**config.mk**
```make
export PLATFORM = sky130hd
export DESIGN_NAME = differential_drive_odometry
export DESIGN_NICKNAME = d
export VERILOG_FILES = /design/src/sv/ddo_pkg.sv /design/src/sv/differential_drive_odometry.sv /design/src/sv/ddo_mul.sv
export SDC_FILE = /design/constraint.sdc
export NUM_CORES = 2
export LEC_CHECK = 0
export BUFFER_PORTS_ARGS = -buffer_cell sky130_fd_sc_hd__clkbuf_2
export CORE_MARGIN = 3
export CORE_UTILIZATION = 35
export CTS_CLUSTER_DIAMETER = 50
export CTS_CLUSTER_SIZE = 25
export DETAILED_ROUTE_END_ITERATION = 6
export PLACE_DENSITY = 0.61
export REMOVE_ABC_BUFFERS = 1
export SYNTH_ARGS = -nofsm -noshare
export SYNTH_HDL_FRONTEND = slang
export SYNTH_HIERARCHICAL = 1
export SYNTH_SLANG_ARGS = --single-unit
```
**constraint.sdc**
```tcl
create_clock -name clk_i -period 8.2 [get_ports clk_i]
set_clock_uncertainty 0.05 [all_clocks]
set_input_delay 1.64 -clock clk_i [delete_from_list [all_inputs] [get_ports clk_i]]
set_output_delay 1.64 -clock clk_i [all_outputs]
set_load 0.005 [all_outputs]
```
**src/sv/ddo_pkg.sv**
```systemverilog
// Shared types, constants and helper functions of the odometry integrator.
`timescale 1ns / 1ps
package ddo_pkg;

  localparam int AW   = 48;
  localparam int BW   = 40;
  localparam int PW   = AW + BW;
  localparam int DW   = 8;
  localparam int NDIG = BW / DW;
  localparam int CW   = $clog2(NDIG);
  localparam int ZW   = 34;
  localparam int NITER = 30;
  localparam int IW   = $clog2(NITER);

  localparam logic signed [ZW-1:0] CORDIC_K_Q30 = 34'sd652032874;
  localparam logic signed [ZW-1:0] HALF_PI_Q30  = 34'sd1686629713;
  localparam logic signed [ZW-1:0] PI_Q30       = 34'sd3373259426;
  localparam logic signed [31:0]   PI_Q28       = 32'sd843314857;
  localparam logic signed [31:0]   TWO_PI_Q28   = 32'sd1686629713;

  localparam logic [23:0] C2D_RST  = 24'd25988;
  localparam logic [15:0] LG_RST   = 16'd17789;
  localparam logic [15:0] AG_RST   = 16'd16138;
  localparam logic [15:0] ITW_RST  = 16'd14322;
  localparam logic [9:0]  RATE_RST = 10'd50;

  typedef enum logic [2:0] {
    REG_C2D  = 3'd0,
    REG_LG   = 3'd1,
    REG_AG   = 3'd2,
    REG_ITW  = 3'd3,
    REG_RATE = 3'd4
  } cfg_reg_e;

  function automatic logic [ZW-1:0] atan_q30(input logic [IW-1:0] i);
    logic [ZW-1:0] r;
    case (i)
      5'd0:  r = 34'h03243F6A8;
      5'd1:  r = 34'h01DAC6705;
      5'd2:  r = 34'h00FADBAFC;
      5'd3:  r = 34'h007F56EA6;
      5'd4:  r = 34'h003FEAB76;
      5'd5:  r = 34'h001FFD55B;
      5'd6:  r = 34'h000FFFAAA;
      5'd7:  r = 34'h0007FFF55;
      5'd8:  r = 34'h0003FFFEA;
      5'd9:  r = 34'h0001FFFFD;
      5'd10: r = 34'h0000FFFFF;
      5'd11: r = 34'h00007FFFF;
      5'd12: r = 34'h00003FFFF;
      5'd13: r = 34'h00001FFFF;
      5'd14: r = 34'h00000FFFF;
      5'd15: r = 34'h000007FFF;
      5'd16: r = 34'h000003FFF;
      5'd17: r = 34'h000001FFF;
      5'd18: r = 34'h000000FFF;
      5'd19: r = 34'h0000007FF;
      5'd20: r = 34'h0000003FF;
      5'd21: r = 34'h0000001FF;
      5'd22: r = 34'h0000000FF;
      5'd23: r = 34'h00000007F;
      5'd24: r = 34'h00000003F;
      5'd25: r = 34'h00000001F;
      5'd26: r = 34'h00000000F;
      5'd27: r = 34'h000000008;
      5'd28: r = 34'h000000004;
      5'd29: r = 34'h000000002;
      default: r = '0;
    endcase
    return r;
  endfunction

  function automatic logic signed [PW-1:0] round_sh(input logic signed [PW-1:0] v,
                                                    input int unsigned n);
    logic signed [PW-1:0] bias;
    bias = PW'(1) << (n - 1);
    return (v + bias) >>> n;
  endfunction

endpackage

```
**src/sv/differential_drive_odometry.sv**
```systemverilog
// Differential-drive odometry integrator with a shared multiplier and an iterative CORDIC.
//
//  channel | direction | handshake                | payload
//  in      | input     | in_valid_i / in_ready_o  | left_count_i, right_count_i
//  out     | output    | out_valid_o / out_ready_i| pos_x_o .. vel_heading_o
//  cfg     | input     | cfg_we_i                 | cfg_idx_i, cfg_data_i
//
// One beat runs ten products on the shared multiplier, thirty CORDIC rotations at
// one per cycle, and a final load.
// Reset clears the pose to zero and loads the default register values.
// The input is taken only while the sequencer is idle; a finished pose waits in the
// output registers, and the next beat stalls only at its final load if it is not taken.
`timescale 1ns / 1ps
module differential_drive_odometry (
  input  logic               clk_i,
  input  logic               rst_ni,
  input  logic               in_valid_i,
  output logic               in_ready_o,
  input  logic signed [14:0] left_count_i,
  input  logic signed [14:0] right_count_i,
  output logic               out_valid_o,
  input  logic               out_ready_i,
  output logic signed [47:0] pos_x_o,
  output logic signed [47:0] pos_y_o,
  output logic signed [30:0] heading_o,
  output logic signed [31:0] vel_x_o,
  output logic signed [31:0] vel_y_o,
  output logic signed [31:0] vel_heading_o,
  input  logic               cfg_we_i,
  input  logic [2:0]         cfg_idx_i,
  input  logic [23:0]        cfg_data_i
);
  import ddo_pkg::*;

  typedef enum logic [2:0] {S_IDLE, S_ISSUE, S_WAIT, S_CORDIC, S_OUT} state_e;
  typedef enum logic [3:0] {
    ST_SUM, ST_DIFF, ST_TRAVEL, ST_U, ST_W, ST_DX, ST_DY, ST_VX, ST_VY, ST_VH
  } step_e;

  function automatic logic signed [47:0] sat48(input logic signed [48:0] v);
    if (v[48] != v[47]) return v[48] ? {1'b1, 47'b0} : {1'b0, {47{1'b1}}};
    return v[47:0];
  endfunction

  function automatic logic signed [30:0] sat31(input logic signed [42:0] v);
    if (!((&v[42:30]) || !(|v[42:30]))) return v[42] ? {1'b1, 30'b0} : {1'b0, {30{1'b1}}};
    return v[30:0];
  endfunction

  function automatic logic signed [31:0] sat32(input logic signed [PW-1:0] v);
    if (!((&v[PW-1:31]) || !(|v[PW-1:31]))) begin
      return v[PW-1] ? {1'b1, 31'b0} : {1'b0, {31{1'b1}}};
    end
    return v[31:0];
  endfunction

  state_e state_q;
  step_e  step_q;

  logic [23:0] c2d_q;
  logic [15:0] lg_q, ag_q, itw_q;
  logic [9:0]  rate_q;

  logic signed [14:0] left_q, right_q;
  logic signed [39:0] sum_q, diff_q, u_q;
  logic signed [40:0] travel_q;
  logic signed [41:0] w_q, dx_q, dy_q;
  logic signed [31:0] vx_q, vy_q, vh_q;
  logic signed [47:0] x_q, y_q;
  logic signed [30:0] heading_q;

  logic signed [ZW-1:0] cx_q, cy_q, cz_q;
  logic                 flip_q;
  logic [IW-1:0]        iter_q;

  logic                 out_valid_q;
  logic signed [47:0]   pos_x_q, pos_y_q;
  logic signed [30:0]   head_out_q;
  logic signed [31:0]   vel_x_q, vel_y_q, vel_h_q;

  logic                 mul_start, mul_done;
  logic signed [AW-1:0] mul_a;
  logic signed [BW-1:0] mul_b;
  logic signed [PW-1:0] mul_p;
  logic signed [PW-1:0] rnd12, rnd14, rnd15, rnd16, rnd30;

  logic signed [15:0]   lr_sum, lr_diff;
  logic signed [ZW-1:0] cos_v, sin_v, tx, ty, atan_v, z_init;
  logic signed [42:0]   head_sum;
  logic signed [31:0]   head_sat, head_wrap;

  always_comb begin
    lr_sum  = 16'(left_q) + 16'(right_q);
    lr_diff = 16'(right_q) - 16'(left_q);
    cos_v   = flip_q ? -cx_q : cx_q;
    sin_v   = flip_q ? -cy_q : cy_q;
    tx      = cy_q >>> iter_q;
    ty      = cx_q >>> iter_q;
    atan_v  = $signed(atan_q30(iter_q));
    z_init  = {heading_q[30], heading_q, 2'b00};
    rnd12   = round_sh(mul_p, 12);
    rnd14   = round_sh(mul_p, 14);
    rnd15   = round_sh(mul_p, 15);
    rnd16   = round_sh(mul_p, 16);
    rnd30   = round_sh(mul_p, 30);
    head_sum = 43'(heading_q) + 43'(w_q);
    head_sat = 32'(sat31(head_sum));
    if (head_sat > PI_Q28) begin
      head_wrap = head_sat - TWO_PI_Q28;
    end else if (head_sat < -PI_Q28) begin
      head_wrap = head_sat + TWO_PI_Q28;
    end else begin
      head_wrap = head_sat;
    end
  end

  always_comb begin
    mul_a = AW'(c2d_q);
    mul_b = BW'(lr_sum);
    case (step_q)
      ST_SUM:    begin mul_a = AW'(c2d_q);   mul_b = BW'(lr_sum);  end
      ST_DIFF:   begin mul_a = AW'(c2d_q);   mul_b = BW'(lr_diff); end
      ST_TRAVEL: begin mul_a = AW'(sum_q);   mul_b = BW'(lg_q);    end
      ST_U:      begin mul_a = AW'(diff_q);  mul_b = BW'(itw_q);   end
      ST_W:      begin mul_a = AW'(u_q);     mul_b = BW'(ag_q);    end
      ST_DX:     begin mul_a = AW'(travel_q); mul_b = BW'(cos_v);  end
      ST_DY:     begin mul_a = AW'(travel_q); mul_b = BW'(sin_v);  end
      ST_VX:     begin mul_a = AW'(dx_q);    mul_b = BW'(rate_q);  end
      ST_VY:     begin mul_a = AW'(dy_q);    mul_b = BW'(rate_q);  end
      ST_VH:     begin mul_a = AW'(w_q);     mul_b = BW'(rate_q);  end
      default:   begin mul_a = AW'(c2d_q);   mul_b = BW'(lr_sum);  end
    endcase
  end

  assign mul_start = (state_q == S_ISSUE);

  ddo_mul u_mul (
    .clk_i   (clk_i),
    .rst_ni  (rst_ni),
    .start_i (mul_start),
    .a_i     (mul_a),
    .b_i     (mul_b),
    .done_o  (mul_done),
    .p_o     (mul_p)
  );

  always_ff @(posedge clk_i or negedge rst_ni) begin
    if (!rst_ni) begin
      c2d_q  <= C2D_RST;
      lg_q   <= LG_RST;
      ag_q   <= AG_RST;
      itw_q  <= ITW_RST;
      rate_q <= RATE_RST;
    end else if (cfg_we_i) begin
      unique case (cfg_idx_i)
        REG_C2D:  c2d_q  <= cfg_data_i;
        REG_LG:   lg_q   <= cfg_data_i[15:0];
        REG_AG:   ag_q   <= cfg_data_i[15:0];
        REG_ITW:  itw_q  <= cfg_data_i[15:0];
        REG_RATE: rate_q <= cfg_data_i[9:0];
        default: ;
      endcase
    end
  end

  always_ff @(posedge clk_i or negedge rst_ni) begin
    if (!rst_ni) begin
      state_q     <= S_IDLE;
      step_q      <= ST_SUM;
      out_valid_q <= 1'b0;
      x_q         <= '0;
      y_q         <= '0;
      heading_q   <= '0;
      iter_q      <= '0;
      flip_q      <= 1'b0;
      left_q      <= '0;
      right_q     <= '0;
      sum_q       <= '0;
      diff_q      <= '0;
      u_q         <= '0;
      travel_q    <= '0;
      w_q         <= '0;
      dx_q        <= '0;
      dy_q        <= '0;
      vx_q        <= '0;
      vy_q        <= '0;
      vh_q        <= '0;
      cx_q        <= '0;
      cy_q        <= '0;
      cz_q        <= '0;
      pos_x_q     <= '0;
      pos_y_q     <= '0;
      head_out_q  <= '0;
      vel_x_q     <= '0;
      vel_y_q     <= '0;
      vel_h_q     <= '0;
    end else begin
      if (out_valid_q && out_ready_i && (state_q != S_OUT)) out_valid_q <= 1'b0;
      unique case (state_q)
        S_IDLE: begin
          if (in_valid_i) begin
            left_q  <= left_count_i;
            right_q <= right_count_i;
            step_q  <= ST_SUM;
            state_q <= S_ISSUE;
            iter_q  <= '0;
            cx_q    <= CORDIC_K_Q30;
            cy_q    <= '0;
            if (z_init > HALF_PI_Q30) begin
              cz_q   <= z_init - PI_Q30;
              flip_q <= 1'b1;
            end else if (z_init < -HALF_PI_Q30) begin
              cz_q   <= z_init + PI_Q30;
              flip_q <= 1'b1;
            end else begin
              cz_q   <= z_init;
              flip_q <= 1'b0;
            end
          end
        end
        S_ISSUE: state_q <= S_WAIT;
        S_WAIT: begin
          if (mul_done) begin
            state_q <= S_ISSUE;
            case (step_q)
              ST_SUM:    begin sum_q  <= mul_p[39:0]; step_q <= ST_DIFF; end
              ST_DIFF:   begin diff_q <= mul_p[39:0]; step_q <= ST_TRAVEL; end
              ST_TRAVEL: begin travel_q <= rnd15[40:0]; step_q <= ST_U; end
              ST_U:      begin u_q <= rnd16[39:0]; step_q <= ST_W; end
              ST_W: begin
                w_q     <= rnd14[41:0];
                step_q  <= ST_DX;
                state_q <= S_CORDIC;
              end
              ST_DX: begin
                dx_q   <= rnd30[41:0];
                x_q    <= sat48(49'(x_q) + 49'(rnd30));
                step_q <= ST_DY;
              end
              ST_DY: begin
                dy_q   <= rnd30[41:0];
                y_q    <= sat48(49'(y_q) + 49'(rnd30));
                step_q <= ST_VX;
              end
              ST_VX: begin vx_q <= sat32(rnd16); step_q <= ST_VY; end
              ST_VY: begin vy_q <= sat32(rnd16); step_q <= ST_VH; end
              ST_VH: begin
                vh_q      <= sat32(rnd12);
                heading_q <= head_wrap[30:0];
                state_q   <= S_OUT;
              end
              default: state_q <= S_IDLE;
            endcase
          end
        end
        S_CORDIC: begin
          if (!cz_q[ZW-1]) begin
            cx_q <= cx_q - tx;
            cy_q <= cy_q + ty;
            cz_q <= cz_q - atan_v;
          end else begin
            cx_q <= cx_q + tx;
            cy_q <= cy_q - ty;
            cz_q <= cz_q + atan_v;
          end
          iter_q <= iter_q + 1'b1;
          if (iter_q == IW'(NITER - 1)) state_q <= S_ISSUE;
        end
        S_OUT: begin
          if (!out_valid_q || out_ready_i) begin
            pos_x_q     <= x_q;
            pos_y_q     <= y_q;
            head_out_q  <= heading_q;
            vel_x_q     <= vx_q;
            vel_y_q     <= vy_q;
            vel_h_q     <= vh_q;
            out_valid_q <= 1'b1;
            state_q     <= S_IDLE;
          end
        end
        default: state_q <= S_IDLE;
      endcase
    end
  end

  assign in_ready_o    = (state_q == S_IDLE);
  assign out_valid_o   = out_valid_q;
  assign pos_x_o       = pos_x_q;
  assign pos_y_o       = pos_y_q;
  assign heading_o     = head_out_q;
  assign vel_x_o       = vel_x_q;
  assign vel_y_o       = vel_y_q;
  assign vel_heading_o = vel_h_q;

`ifndef SYNTHESIS
  a_accept_leaves_idle: assert property (@(posedge clk_i) disable iff (!rst_ni)
    (in_valid_i && in_ready_o) |=> (state_q == S_ISSUE))
    else $error("accepted beat did not start the sequence");
  a_done_in_wait: assert property (@(posedge clk_i) disable iff (!rst_ni)
    mul_done |-> (state_q == S_WAIT)) else $error("product arrived outside wait");
  a_heading_range: assert property (@(posedge clk_i) disable iff (!rst_ni)
    (state_q == S_OUT) |-> (heading_q == $past(head_wrap[30:0]) || $stable(heading_q)))
    else $error("heading changed outside its update");
`endif

endmodule

```
**src/sv/ddo_mul.sv**
```systemverilog
// Shared signed multiplier that consumes one byte of the second operand per cycle.
`timescale 1ns / 1ps
module ddo_mul (
  input  logic                             clk_i,
  input  logic                             rst_ni,
  input  logic                             start_i,
  input  logic signed [ddo_pkg::AW-1:0]    a_i,
  input  logic signed [ddo_pkg::BW-1:0]    b_i,
  output logic                             done_o,
  output logic signed [ddo_pkg::PW-1:0]    p_o
);
  import ddo_pkg::*;

  logic                 busy_q, done_q;
  logic [CW-1:0]        cnt_q;
  logic signed [AW-1:0] a_q;
  logic [BW-1:0]        b_q;
  logic signed [PW-1:0] acc_q;
  logic signed [DW:0]   digit;
  logic signed [AW+DW:0] part;

  always_comb begin
    if (cnt_q == '0) begin
      digit = {b_q[BW-1], b_q[BW-1 -: DW]};
    end else begin
      digit = {1'b0, b_q[BW-1 -: DW]};
    end
    part = a_q * digit;
  end

  always_ff @(posedge clk_i or negedge rst_ni) begin
    if (!rst_ni) begin
      busy_q <= 1'b0;
      done_q <= 1'b0;
      cnt_q  <= '0;
    end else begin
      done_q <= 1'b0;
      if (start_i) begin
        busy_q <= 1'b1;
        cnt_q  <= '0;
      end else if (busy_q) begin
        cnt_q <= cnt_q + 1'b1;
        if (cnt_q == CW'(NDIG - 1)) begin
          busy_q <= 1'b0;
          done_q <= 1'b1;
        end
      end
    end
  end

  always_ff @(posedge clk_i) begin
    if (start_i) begin
      a_q   <= a_i;
      b_q   <= b_i;
      acc_q <= '0;
    end else if (busy_q) begin
      b_q   <= b_q << DW;
      acc_q <= (acc_q <<< DW) + PW'(part);
    end
  end

  assign done_o = done_q;
  assign p_o    = acc_q;

`ifndef SYNTHESIS
  a_no_restart: assert property (@(posedge clk_i) disable iff (!rst_ni)
    start_i |-> !busy_q) else $error("multiplier started while busy");
  a_done_pulse: assert property (@(posedge clk_i) disable iff (!rst_ni)
    done_q |=> !done_q) else $error("done held longer than one cycle");
  a_done_idle: assert property (@(posedge clk_i) disable iff (!rst_ni)
    done_q |-> !busy_q) else $error("done while still busy");
`endif

endmodule
```
==> results.py <==
metrics = {
    "flow_run": {
        "drv_cap": 0,
    },
    "detailed_routing": {
        "ant_nets": 0,
        "first_iter_violations": 7962,
        "wl_mm": 343,
        "drt-vias-per-instance": 5.66,
        "wl_per_cell_um": 24.0,
        "drtPass1Iterations": 7,
        "vias": 80900,
        "route.detailed.drc": 2,
    },
    "critical_path": {
        "cp.arrival_ns": 8.10,
        "start_kind": "register",
        "critPathCaptureType": "register",
        "critical_path_class": "register to register",
        "cp_max_fo": 47,
        "required_ns": 8.87,
    },
    "grt": {
        "grt_pass1_vias": 78800,
        "grt_pass1_wl_mm": 515,
        "grt_max_degree": 169,
        "antenna_found_initial": 30,
        "grt_usage": 0.242,
        "grt-ovfl-total": 0,
    },
    "clock_network": {
        "cts_hold_buffers": 0,
        "cts_tree": "done",
        "cts_buffers": 167,
        "clockRootBuffer": "clkbuf_16",
        "cts_setup_buffers": 0,
        "cts_buffer_depth": 4,
        "cts_resized": 0,
        "h-tree-depth": 4,
        "clk_latency_ns": 0.90,
        "cts_sinks": 1142,
        "cts.clk_slew.worst_paths_ns": 0.06,
    },
    "synthesis": {
        "synth-edff-count": 88,
        "ys_ff_latch": 1142,
        "synthCells": 10500,
        "synth_mux_area_frac": 0.0931,
        "synthesis.area_um2": 94400,
        "synth_top_family_by_area": "adder cells",
        "synth-xor-area-share": 0.0678,
        "ys_dominant_reg_cell": "dfrtp_1",
        "synth-simple-area-share": 0.160,
        "ys_types": 112,
        "syn_area_per_cell_um2": 8.98,
        "synth_compound_area_frac": 0.157,
        "async_flop_share": 0.846,
        "yosysSeqAreaShare": 0.303,
        "yosys_warnings": 6,
        "synth_fa_ha_area_frac": 0.161,
    },
    "timing": {
        "min_period_ns": 7.43,
        "timing.fmax_ghz": 0.135,
        "drv_slew": 0,
        "worst_pin_slew_ns": 1.41,
        "rsz0062_at_grt": "false",
        "slew_headroom": 0.0524,
        "finalSetupViolations": 0,
        "hold_violations": 0,
        "period_share": 0.906,
    },
    "finish": {
        "layout.nets": 11600,
        "layout_commonest_cell": "nand2_1",
        "drive_above_1_share": 0.147,
        "area_growth_pct": 12.2,
        "fillers": 27000,
        "layout_common_cells": "1107 x nand2_1, 922 x dfrtp_1, 807 x inv_1",
        "utilization": 0.395,
    },
    "floorplan": {
        "ios": 287,
        "dieHeight_um": 525,
        "dieArea_um2": 276000,
        "rows": 190,
        "coreArea_um2": 268000,
        "start_util": 0.352,
        "fp.dieW_um": 525,
    },
    "place": {
        "dp_hpwl_mm": 261,
        "io_buffers": 286,
        "gp_congestion": 1.01,
    },
    "status": {
        "violations": "design-rule violations",
        "status": "finished, violations left",
    },
    "min_path": {
        "hold_path_class": "register to register",
    },
}
[path summary, 6_finish.rpt]
| check | start | end | slack (ns) | cells past startpoint |
|---|---|---|---|---|
| worst min-delay path | dy_q[41] | dy_q[41] | 0.43 | 2 |
| worst max register to register | u_mul/cnt_q[0] | u_mul/p_o[86] | 0.77 | 23 |
| worst max-delay path | u_mul/cnt_q[0] | u_mul/p_o[86] | 0.77 | 23 |
| max in group asynchronous | rst_ni | vel_y_o[11] | 5.62 | 3 |
| min in group asynchronous | rst_ni | w_q[7] | 0.72 | 1 |
| worst min register to register | dy_q[41] | dy_q[41] | 0.43 | 2 |
[layout make-up]
class	count	area [um^2]	share of cell area
sequential	1142	28600	0.270
timing repair buffer	522	3360	0.0317
clock buffer	181	4350	0.0410
clock inverter	126	1570	0.0148
tap	3552	4440	0.0419
inverter	811	3040	0.0287
multi-input combinational	7930	60500	0.571
antenna	23	57.6	0.000543
[cells by family (layout without fill, tap and decap cells)]
kind of cell    after synthesis  in the layout
buf+inv                    1437           1640
xor+xnor                    731            731
fa+ha+maj                   938            938
flops                      1142           1142
other cells                   0             23
simple gates               3212           3212
mux                         710            710
compound gates             2339           2339
[through the flow]
| stage | std cells | hold WS, ns | setup slack, ns | TNS, ns | cell area, um^2 |
|---|---|---|---|---|---|
| 3_5_place_dp | 14000 | 0.414 | 0.887 | 0 | 100000 |
| 5_1_grt | 14300 | 0.437 | 0.278 | 0 | 106000 |
| 3_3_place_gp | 14000 | 0.408 | 0.925 | 0 | 100000 |
| 2_1_floorplan | 9883 | 0.396 | -2.53 | -140.53 | 92000 |
| 4_1_cts | 14300 | 0.428 | 0.867 | 0 | 106000 |
| 6_report | 14300 | 0.427 | 0.768 | 0 | 106000 |
[synthesized netlist by cell type (all sizes together) (69+ instances only)]
library cell  count  area, um^2
nand4           119         744
and3             92         576
mux2            506        5700
mux4             84        1890
dfxtp            88        1760
a211oi           69         528
buf             120         531
xnor2           416        3640
and2            310        1940
a21o            134        1010
dfrtp           930       23300
mux2i           120        1200
a31oi            79         494
nand3           237        1190
inv             809        3040
a21oi           640        3220
ha              474        5930
clkbuf          506        1900
nand2          1114        4180
xor2            315        2760
edfxtp           88        2640
or3              70         438
fa              463        9270
o21ai           685        3440
nor2            789        2960
nor3            159         811
o21bai           78         586
[layer usage]
layer  GRT usage  part of all wire  wire, um  vias to the layer above
li1            -                 -         -                    36700
met1       0.326              0.42    146000                    40100
met2       0.375              0.44    152000                     3321
met3      0.0494             0.085     29000                      739
met4       0.105             0.050     17000                       20
met5           0           0.00036       125                        -
[sequential cells by signal, indices dropped and copies added (netlist names), 34 cells and up]
name / cells
cx_q: 34
cy_q: 34
cz_q: 34
diff_q: 40
dx_q: 42
dy_q: 42
pos_x_o: 48
pos_y_o: 48
sum_q: 40
travel_q: 41
u_mul/a_q: 48
u_mul/b_q: 40
u_mul/p_o: 88
u_q: 40
w_q: 42
x_q: 48
y_q: 48
[critical path, cell delays in order (launching register included)]
cell and delay, ns:
dfrtp_1 0.38, inv_1 0.05, ha_1 0.20, nand3b_1 0.10, buf_4 0.55, nor2_1 0.14
fa_1 0.56, inv_1 0.06, fa_1 0.50, fa_1 0.52, fa_1 0.55, inv_1 0.06
fa_1 0.47, ha_1 0.45, nand4_1 0.21, or2_0 0.27, o221a_2 0.28, o311ai_4 0.39
nand4_1 0.34, a21oi_1 0.34, a211oi_2 0.12, o211ai_2 0.26, o21ai_0 0.11, a221o_1 0.30
Power is not shown: default switching activity piles up to over one toggle a cycle in this logic, so the estimate is an artifact.
